`config.mk`:
```
export PLATFORM = sky130hd
export DESIGN_NAME = keyed_record_table
export DESIGN_NICKNAME = d
export VERILOG_FILES = /design/src/hdl/krt_pkg.sv /design/src/hdl/keyed_record_table.sv /design/src/hdl/krt_ram.sv
export SDC_FILE = /design/constraint.sdc
export NUM_CORES = 2
export LEC_CHECK = 0
export BUFFER_PORTS_ARGS = -buffer_cell sky130_fd_sc_hd__buf_2
export CAP_MARGIN = 40
export CORE_MARGIN = 8
export CORE_UTILIZATION = 63
export DETAILED_ROUTE_END_ITERATION = 6
export GPL_ROUTABILITY_DRIVEN = 0
export PLACE_DENSITY = 0.88
export REMOVE_ABC_BUFFERS = 1
export SLEW_MARGIN = 20
export SYNTH_ARGS = -nofsm -noshare
export SYNTH_HDL_FRONTEND = slang
export SYNTH_SLANG_ARGS = --single-unit
```
`constraint.sdc`:
```
create_clock -name clk -period 27.5 [get_ports clk]
set_input_delay 6.875 -clock clk [delete_from_list [all_inputs] [get_ports clk]]
set_output_delay 6.875 -clock clk [all_outputs]
set_load 0.02 [all_outputs]
```
`src/hdl/krt_pkg.sv`:
```
package krt_pkg;

  localparam int ENTRIES_DEFAULT = 16;
  localparam int WORD_W = 32;
  localparam int POS_W = 4;

  typedef enum logic [1:0] {
    CMD_APPEND = 2'd0,
    CMD_LOOKUP = 2'd1,
    CMD_EDIT   = 2'd2,
    CMD_REMOVE = 2'd3
  } cmd_t;

  typedef enum logic [1:0] {
    ST_OK        = 2'd0,
    ST_NOT_FOUND = 2'd1,
    ST_EMPTY     = 2'd2,
    ST_FULL      = 2'd3
  } status_t;

  typedef struct packed {
    logic signed [WORD_W-1:0] key;
    logic signed [WORD_W-1:0] code;
    logic signed [WORD_W-1:0] power;
  } rec_t;

  localparam int REC_W = $bits(rec_t);

endpackage

```
`src/hdl/keyed_record_table.sv`:
```
// Ordered table of up to ENTRIES device records (serial key, device code, power), kept in
// append order in one record RAM. Each command is one transfer in and gives one result
// transfer out. Look up, edit and remove scan the records from the head through the single
// read port of the RAM, one record per cycle, until a match or the last stored record. A
// removal then moves every later record down one place through the same port, one per
// cycle. The input is stalled while a command is in progress; a finished result waits in
// an output register, and the next command is accepted meanwhile.
module keyed_record_table #(
  parameter int ENTRIES = krt_pkg::ENTRIES_DEFAULT
) (
  input  logic                               clk,
  input  logic                               rst,
  input  logic                               in_valid,
  output logic                               in_stall,
  input  logic [1:0]                         command,
  input  logic signed [krt_pkg::WORD_W-1:0]  serial_key,
  input  logic signed [krt_pkg::WORD_W-1:0]  device_code,
  input  logic signed [krt_pkg::WORD_W-1:0]  power_value,
  input  logic signed [krt_pkg::WORD_W-1:0]  replacement_key,
  output logic                               out_valid,
  input  logic                               out_stall,
  output logic [1:0]                         status,
  output logic [krt_pkg::POS_W-1:0]          position,
  output logic signed [krt_pkg::WORD_W-1:0]  found_code,
  output logic signed [krt_pkg::WORD_W-1:0]  found_key,
  output logic signed [krt_pkg::WORD_W-1:0]  found_power
);

  import krt_pkg::*;

  localparam int AW = (ENTRIES > 1) ? $clog2(ENTRIES) : 1;
  localparam int CW = $clog2(ENTRIES + 1);
  localparam logic [CW-1:0] FULL_COUNT = CW'(ENTRIES);

  typedef enum logic [3:0] {
    S_IDLE   = 4'b0001,
    S_SEARCH = 4'b0010,
    S_SHIFT  = 4'b0100,
    S_EMIT   = 4'b1000
  } state_t;

  state_t state, state_next;
  logic [CW-1:0] count, count_next;
  logic [AW-1:0] idx, idx_next;
  cmd_t cmd;
  logic signed [WORD_W-1:0] want_key;
  logic signed [WORD_W-1:0] new_key;
  status_t res_status, res_status_next;
  logic [POS_W-1:0] res_pos, res_pos_next;
  rec_t res_rec, res_rec_next;

  logic we;
  logic [AW-1:0] waddr, raddr;
  rec_t wdata, rdata;
  logic [REC_W-1:0] rdata_raw;

  logic accept, out_load;
  logic [CW-1:0] idx_ext, idx_p1, idx_p2;
  logic [AW+POS_W-1:0] idx_pos_ext;
  logic [CW+POS_W-1:0] cnt_pos_ext;

  krt_ram #(
    .WIDTH (REC_W),
    .DEPTH (ENTRIES),
    .ADDR_W(AW)
  ) u_ram (
    .clk  (clk),
    .we   (we),
    .waddr(waddr),
    .wdata(wdata),
    .raddr(raddr),
    .rdata(rdata_raw)
  );

  assign rdata = rec_t'(rdata_raw);
  assign in_stall = (state != S_IDLE);
  assign accept = in_valid && !in_stall;
  assign out_load = (state == S_EMIT) && (!out_valid || !out_stall);
  assign idx_ext = CW'(idx);
  assign idx_p1 = idx_ext + CW'(1);
  assign idx_p2 = idx_ext + CW'(2);
  assign idx_pos_ext = {{POS_W{1'b0}}, idx};
  assign cnt_pos_ext = {{POS_W{1'b0}}, count};

  always_comb begin
    state_next = state;
    count_next = count;
    idx_next = idx;
    res_status_next = res_status;
    res_pos_next = res_pos;
    res_rec_next = res_rec;
    we = 1'b0;
    waddr = idx;
    wdata = rdata;
    raddr = '0;
    unique case (state)
      S_IDLE: begin
        if (accept) begin
          idx_next = '0;
          state_next = S_EMIT;
          res_pos_next = '0;
          res_rec_next = '0;
          if (cmd_t'(command) == CMD_APPEND) begin
            if (count >= FULL_COUNT) begin
              res_status_next = ST_FULL;
            end else begin
              we = 1'b1;
              waddr = count[AW-1:0];
              wdata = '{key: serial_key, code: device_code, power: power_value};
              res_status_next = ST_OK;
              res_pos_next = cnt_pos_ext[POS_W-1:0];
              res_rec_next = '{key: serial_key, code: device_code, power: power_value};
              count_next = count + CW'(1);
            end
          end else if (count == '0) begin
            res_status_next = ST_EMPTY;
          end else begin
            state_next = S_SEARCH;
          end
        end
      end
      S_SEARCH: begin
        raddr = idx_p1[AW-1:0];
        if (rdata.key == want_key) begin
          res_status_next = ST_OK;
          res_pos_next = idx_pos_ext[POS_W-1:0];
          res_rec_next = rdata;
          state_next = S_EMIT;
          if (cmd == CMD_EDIT) begin
            we = 1'b1;
            wdata = '{key: new_key, code: rdata.code, power: rdata.power};
          end else if (cmd == CMD_REMOVE) begin
            if (idx_p1 < count) begin
              state_next = S_SHIFT;
            end else begin
              count_next = count - CW'(1);
            end
          end
        end else if (idx_p1 == count) begin
          res_status_next = ST_NOT_FOUND;
          state_next = S_EMIT;
        end else begin
          idx_next = idx_p1[AW-1:0];
        end
      end
      S_SHIFT: begin
        raddr = idx_p2[AW-1:0];
        we = 1'b1;
        wdata = rdata;
        idx_next = idx_p1[AW-1:0];
        if (idx_p2 == count) begin
          count_next = count - CW'(1);
          state_next = S_EMIT;
        end
      end
      S_EMIT: begin
        if (out_load) begin
          state_next = S_IDLE;
        end
      end
      default: begin
        state_next = S_IDLE;
      end
    endcase
  end

  always_ff @(posedge clk) begin
    if (rst) begin
      state <= S_IDLE;
      count <= '0;
      out_valid <= 1'b0;
    end else begin
      state <= state_next;
      count <= count_next;
      if (out_load) begin
        out_valid <= 1'b1;
      end else if (!out_stall) begin
        out_valid <= 1'b0;
      end
    end
  end

  always_ff @(posedge clk) begin
    idx <= idx_next;
    res_status <= res_status_next;
    res_pos <= res_pos_next;
    res_rec <= res_rec_next;
    if (accept) begin
      cmd <= cmd_t'(command);
      want_key <= serial_key;
      new_key <= replacement_key;
    end
    if (out_load) begin
      status <= res_status;
      position <= res_pos;
      found_code <= res_rec.code;
      found_key <= res_rec.key;
      found_power <= res_rec.power;
    end
  end

  a_count_bound: assert property (@(posedge clk) disable iff (rst)
    count <= FULL_COUNT)
    else $error("record count exceeds table size");

  a_shift_range: assert property (@(posedge clk) disable iff (rst)
    (state == S_SHIFT) |-> (idx_p2 <= count))
    else $error("record move runs past the last record");

  a_hold_result: assert property (@(posedge clk) disable iff (rst)
    (state == S_EMIT && out_valid && out_stall) |=> (state == S_EMIT))
    else $error("pending result dropped while output is stalled");

  a_append_count: assert property (@(posedge clk) disable iff (rst)
    (accept && cmd_t'(command) == CMD_APPEND && count < FULL_COUNT)
      |=> (count == $past(count) + CW'(1)))
    else $error("append did not grow the table");

  a_search_nonempty: assert property (@(posedge clk) disable iff (rst)
    (state == S_SEARCH) |-> (count != '0 && idx_ext < count))
    else $error("scan on an empty table or past its end");

endmodule

```
`src/hdl/krt_ram.sv`:
```
module krt_ram #(
  parameter int WIDTH = 8,
  parameter int DEPTH = 16,
  parameter int ADDR_W = (DEPTH > 1) ? $clog2(DEPTH) : 1
) (
  input  logic              clk,
  input  logic              we,
  input  logic [ADDR_W-1:0] waddr,
  input  logic [WIDTH-1:0]  wdata,
  input  logic [ADDR_W-1:0] raddr,
  output logic [WIDTH-1:0]  rdata
);

  logic [WIDTH-1:0] mem [DEPTH];

  always_ff @(posedge clk) begin
    if (we) begin
      mem[waddr] <= wdata;
    end
    rdata <= mem[raddr];
  end

endmodule

```
# After elaboration in Yosys (flattened, before gate mapping)
# Memories as Yosys holds them, arrays and structs flattened. A register that Yosys moved wholly into a read port is not among the register bits.
# Index checks and enable logic that the tools add are counted.
# op_classes
n_div	0
n_bitwise	0
mux	62
n_shift	0
n_eq_ne	24
addsub	4
magnitude_cmp	2
multipliers	0
n_reduce_logical	15
# op_table
operator	n
2-to-1 mux 96 bit	9
one-hot mux 96 bit (2 select lines)	2
2-to-1 mux 4 bit	21
2-to-1 mux 5 bit	8
equality test 32 bit	1
inequality test 2 bit (second input constant)	11
one-hot mux 4 bit (2 select lines)	2
one-hot mux 4 bit (4 select lines)	1
one-hot mux 5 bit (3 select lines)	1
2-to-1 mux 2 bit	6
one-hot mux 4 bit (3 select lines)	1
AND reduction 4 bit	3
equality test 5 bit	2
2-to-1 mux 1 bit	9
AND reduction 9 bit	1
inequality test 3 bit (second input constant)	2
adder 4 x 1 -> 5 bit (second input constant)	1
adder 4 x 2 -> 5 bit (second input constant)	1
adder 5 x 1 -> 5 bit (second input constant)	1
greater-or-equal comparator 5 bit (second input constant)	1
logical NOT 5 bit	1
less-than comparator 5 bit	1
subtractor 5 x 1 -> 5 bit (second input constant)	1
equality test 2 bit (second input constant)	2
other kinds (15)	18
# totals
ramBits	1536
romBits	0
latch_bits	0
reg_bits	284
elab_cells	125
output_inout_bits	104
input_bits	134
mem_count	1
# memory_table
memory	words	word_bits	read_ports	rd_clocked_by_memory_dff	wr	line	text
u_ram.mem	16	96	1	1	1	krt_ram.sv:14	logic [WIDTH-1:0] mem [DEPTH];

# Depth between registers and ports, before layout
# logic_depth
ltp_word	7
ltp_mapped	11
ltp_nobuf	11

# By module
# A second synthesis with hierarchy kept.
# hier_totals
hier_cells	3345
area_unflattened_um2	71553.6
# modules_own_cells
mod	n_inst	cells_each	seq_area_each_um2	area_each_um2
krt_ram	1	2460	48046.1	59355.7
keyed_record_table	1	885	8428.1	12197.9

# Worst setup path before layout
# Ideal clock, no wire load.
# synth_path
path_kind	input to register
start	input port in_valid
end	memory u_ram.mem[12][0] (netlist bit) (enable)
n_path_buf	0
arrival_ns	14.184
path_slack_ns	12.764
cell_stages	5
setup_ns	0.552
t_required_ns	26.948
cell_sequence	and2_0 nand2_1 nor3_1 a31oi_1 nor2_1
# synth_between
elab_chain_len	5
elab_cells_between_ends	7
cone_classes	6 x mux; 1 x reduce/logical
# synth_rtl
element	line	text
from (decl)	keyed_record_table.sv:13	input logic in_valid,
logical AND 1 bit *	keyed_record_table.sv:77	assign accept = in_valid && !in_stall;
2-to-1 mux 1 bit	keyed_record_table.sv:98	if (accept) begin
one-hot mux 1 bit (3 select lines)	keyed_record_table.sv:96	unique case (state)
2-to-1 mux 1 bit	krt_ram.sv:17	if (we) begin
2-to-1 mux 1 bit (implied by the code)	krt_ram.sv:18	mem[waddr] <= wdata;
to (decl)	krt_ram.sv:14	
# Mark *: on every way between the ends. The rest lies on a longest branch, timed or not.

# Worst setup path after layout
# layout_path
start	input port command[1]
end	memory u_ram.mem[4][90] (netlist bit) (enable)
# layout_between
elab_chain_len	6
elab_cells_between_ends	9
cone_classes	8 x mux; 1 x reduce/logical
# layout_rtl
element	line	text
from (decl)	keyed_record_table.sv:15	input logic [1:0] command,
logical NOT 2 bit *	keyed_record_table.sv:103	if (cmd_t'(command) == CMD_APPEND) begin
2-to-1 mux 1 bit	keyed_record_table.sv:103	
2-to-1 mux 1 bit	keyed_record_table.sv:98	
one-hot mux 1 bit (3 select lines)	keyed_record_table.sv:96	
2-to-1 mux 1 bit	krt_ram.sv:17	
2-to-1 mux 1 bit (implied by the code)	krt_ram.sv:18	
# Marks and branches as above.

==> summary.txt <==
Status
  • Outcome: finished, violations left
  • Failing checks: DRC

Pwr
  • Pwr dens: 72.4 mW/mm²
  • Power share of the sequential group: 55.0%
  • Worst IR Drop VDD: 0.0711 mV
  • P_leak: 29.0 nW
  • Combinational share of power: 3.7%
  • Switching part of the total power: 21.6%
  • Clock power frac: 41.3%
  • Int Power: 4.73 mW
  • NetSw: 1.30 mW
  • Power Total: 6.03 mW

Synth
  • Main synth FF type: edfxtp_1
  • Register area share after synthesis: 76.3%
  • Synth cell count leaders: edfxtp_1, nand2_1, nand3_1
  • Largest family of logic cells by synthesized area: simple AND/OR/NAND/NOR gates
  • Xor/xnor cell area share of the yosys netlist: 0.497%
  • Adder-cell share of the synthesized area: 0.196%
  • EDFF count, synth: 1810
  • #FFs+latches synth: 1916
  • Mean Syn Cell Area: 14.3 µm²
  • Compound-cell area share of the yosys netlist: 4.57%
  • Async SR Flop Fraction: 0%
  • Cells after Synth: 5195
  • Synthesis Warnings: 0
  • Simple-gate area share of the yosys netlist: 12.4%
  • Yosys top cell by area: edfxtp_1
  • Yosys top cell area share: 73.4%
  • Most frequent cell after synthesis: edfxtp_1
  • Top cells by area, synth: edfxtp_1, nand2_1, nand3_1
  • Syn Std Cell Area: 0.0740 mm²
  • Yosys cell types: 52
  • Post-synthesis mux area share: 3.91%

Floorplanning
  • Die height: 359 µm
  • Starting Density: 63.6%
  • DIE AREA: 0.129 mm²
  • Cell Rows: 125
  • Die width: 359 µm
  • Core Region: 0.116 mm²
  • I/O Pins: 238

Clock network
  • CTS tree: done
  • Inserted Clock Buffers: 177
  • H-tree depth: 4
  • CTS Sinks: 1916
  • Clock transition at path regs: 0.07 ns
  • Setup bufs post-CTS: 0
  • Worst-Skew Late Latency: 0.80 ns
  • Post-CTS resize count: 0
  • # hold bufs at CTS: 0
  • Root Buffer: clkbuf_16
  • CTS Buffer Depth: 3

Timing
  • Fin crit period: 9.85 ns
  • Clk_skew: 0.0294 ns
  • Crit share post-route: 35.8%
  • Unrepaired setup endpoints after global routing: false
  • Setup-failing EPs final: 0
  • Slew Viols, Final: 0
  • Fmax: 102 MHz
  • Slew Limit Headroom: 20.2%
  • Final Hold Viols: 0
  • Min Hold Slack: 0.412 ns
  • Setup tns final: 0 ns
  • Slew at the pin closest to its max-slew limit: 1.20 ns

Critical path
  • Max FO, Critical Path: 36
  • Critical path type: primary input to register
  • CP Launch Type: primary input
  • Worst Setup End Kind: register
  • Worst Path Required: 27.95 ns
  • CP arrival: 10.30 ns

GRT
  • Met1 Track Usage GR: 37.7%
  • Largest net degree at the start of global routing: 214
  • GR peak layer: met2
  • Total GRT Usage: 29.9%
  • GRT overflow: 0
  • GR Util met2: 48.1%
  • Initial antenna violation count: 15
  • Number of global-route vias before repair: 48300
  • First-pass GRT wire length: 295 mm
  • Met3 usage: 8.57%

Drt
  • DR pass1 iterations: 7
  • Vias: 48800
  • Vias per cell: 6.88
  • Iter 0 DRT Violations: 9927
  • Antenna-violating nets left: 0
  • Residual DRC count: 2
  • Routed wire length: 208 mm
  • WL/cell: 29.3 µm

Final layout
  • Nets: 5561
  • Share of cells above drive strength 1: 11.8%
  • Fin cells: 7100
  • Area Growth Syn to Fin: 12.5%

Run
  • Max_cap viols: 0

Min path
  • Class of the worst hold path: register to register

Place
  • Port Buf Inserts: 237
  • # placed instances: 6742
  • Post-DP HPWL: 105 mm
-- cell type report --
class / count / area [µm²]
clock inverters: 81 / 821
inverters: 10 / 37.5
multi-input cells: 2954 / 16200
repair buffers: 357 / 2850
diodes: 5 / 12.5
fillers: 6249 / 33100
clock buffers: 253 / 5000
well taps: 1524 / 1910
flip-flops and latches: 1916 / 56500
-- power groups by stage --
| stage | clock, mW | combinational [mW] | sequential, mW |
|---|---|---|---|
| 2_1_floorplan | 0 | 0.112 | 3.37 |
| 3_3_place_gp | 0 | 0.193 | 3.37 |
| 3_5_place_dp | 0 | 0.210 | 3.37 |
| 4_1_cts | 2.47 | 0.214 | 3.31 |
| 5_1_grt | 2.59 | 0.233 | 3.32 |
| 6_report | 2.49 | 0.224 | 3.32 |
-- metal layers --
layer / share of wire (%) / routed length (µm)
met1: 33 / 67900
met5: 0.054 / 112
met2: 47 / 97800
met4: 5.3 / 11000
met3: 15 / 31200
-- metrics by stage --
stage | area, µm² | utilization, % | setup slack, ns
2_1_floorplan | 72500 | - | 5.25
3_3_place_gp | 76400 | 65.7 | 16.33
3_5_place_dp | 77100 | 66.3 | 16.49
4_1_cts | 82900 | 71.3 | 17.30
5_1_grt | 83300 | 71.6 | 17.59
6_report | 83300 | 71.6 | 17.65
-- path summary, 6_finish.rpt --
| check | start | to | slack (ns) | cells after the start |
|---|---|---|---|---|
| worst max-delay path | command[1] | u_ram.mem[4][90] | 17.65 | 12 |
| worst min-delay path | res_rec[1] | found_power[1] | 0.41 | 0 |
| worst min register to register | res_rec[1] | found_power[1] | 0.41 | 0 |
| worst max register to register | u_ram.rdata[70] | u_ram.mem[7][57] | 21.91 | 10 |
-- flip-flops by register name, summed over array words and instances, names as in the netlist, 2 cells and up --
signal / cells
cmd: 2
u_ram.mem: 1536
status: 2
state: 4
res_rec: 96
found_power: 32
u_ram.rdata: 96
res_pos: 4
new_key: 32
found_key: 32
want_key: 32
idx: 4
res_status: 2
position: 4
count: 5
found_code: 32
-- cells by family after synthesis --
| logic type | count (synthesis) |
|---|---|
| AND/OR/NAND/NOR | 2207 |
| flip-flops | 1916 |
| AO/OA/AOI/OAI | 405 |
| buffers and inverters | 325 |
| multiplexers | 289 |
| XOR/XNOR | 42 |
| adder cells (fa/ha/maj) | 11 |
-- worst max-delay path, cell delays in order --
cell and delay, ns:
buf_2 0.11, nor3_1 0.19, buf_4 0.18, nand2_4 0.26
buf_4 0.32, nor3_1 0.21, a31oi_1 0.18, buf_2 0.24
nor2_4 0.08, buf_4 0.56, buf_4 0.68, buf_16 0.30
-- layout by cell type (no fill, tap or decap), types with 13 or more instances in the layout --
cell       instances
bufinv_16         13
nor2_4            18
edfxtp_1        1810
clkinv_2          27
clkinv_1          23
nand2_1         1543
a32oi_1           97
mux2i_1          288
buf_16            23
xor2_1            35
clkbuf_16        181
buf_4             67
dfxtp_1          106
o221ai_1          96
buf_2            241
nor2_1            14
buf_12            25
a21o_1            35
clkbuf_8          20
a21oi_1           14
a22o_1           130
nand3_1          579
clkbuf_1          52
Power figures use the tool's default switching activity.
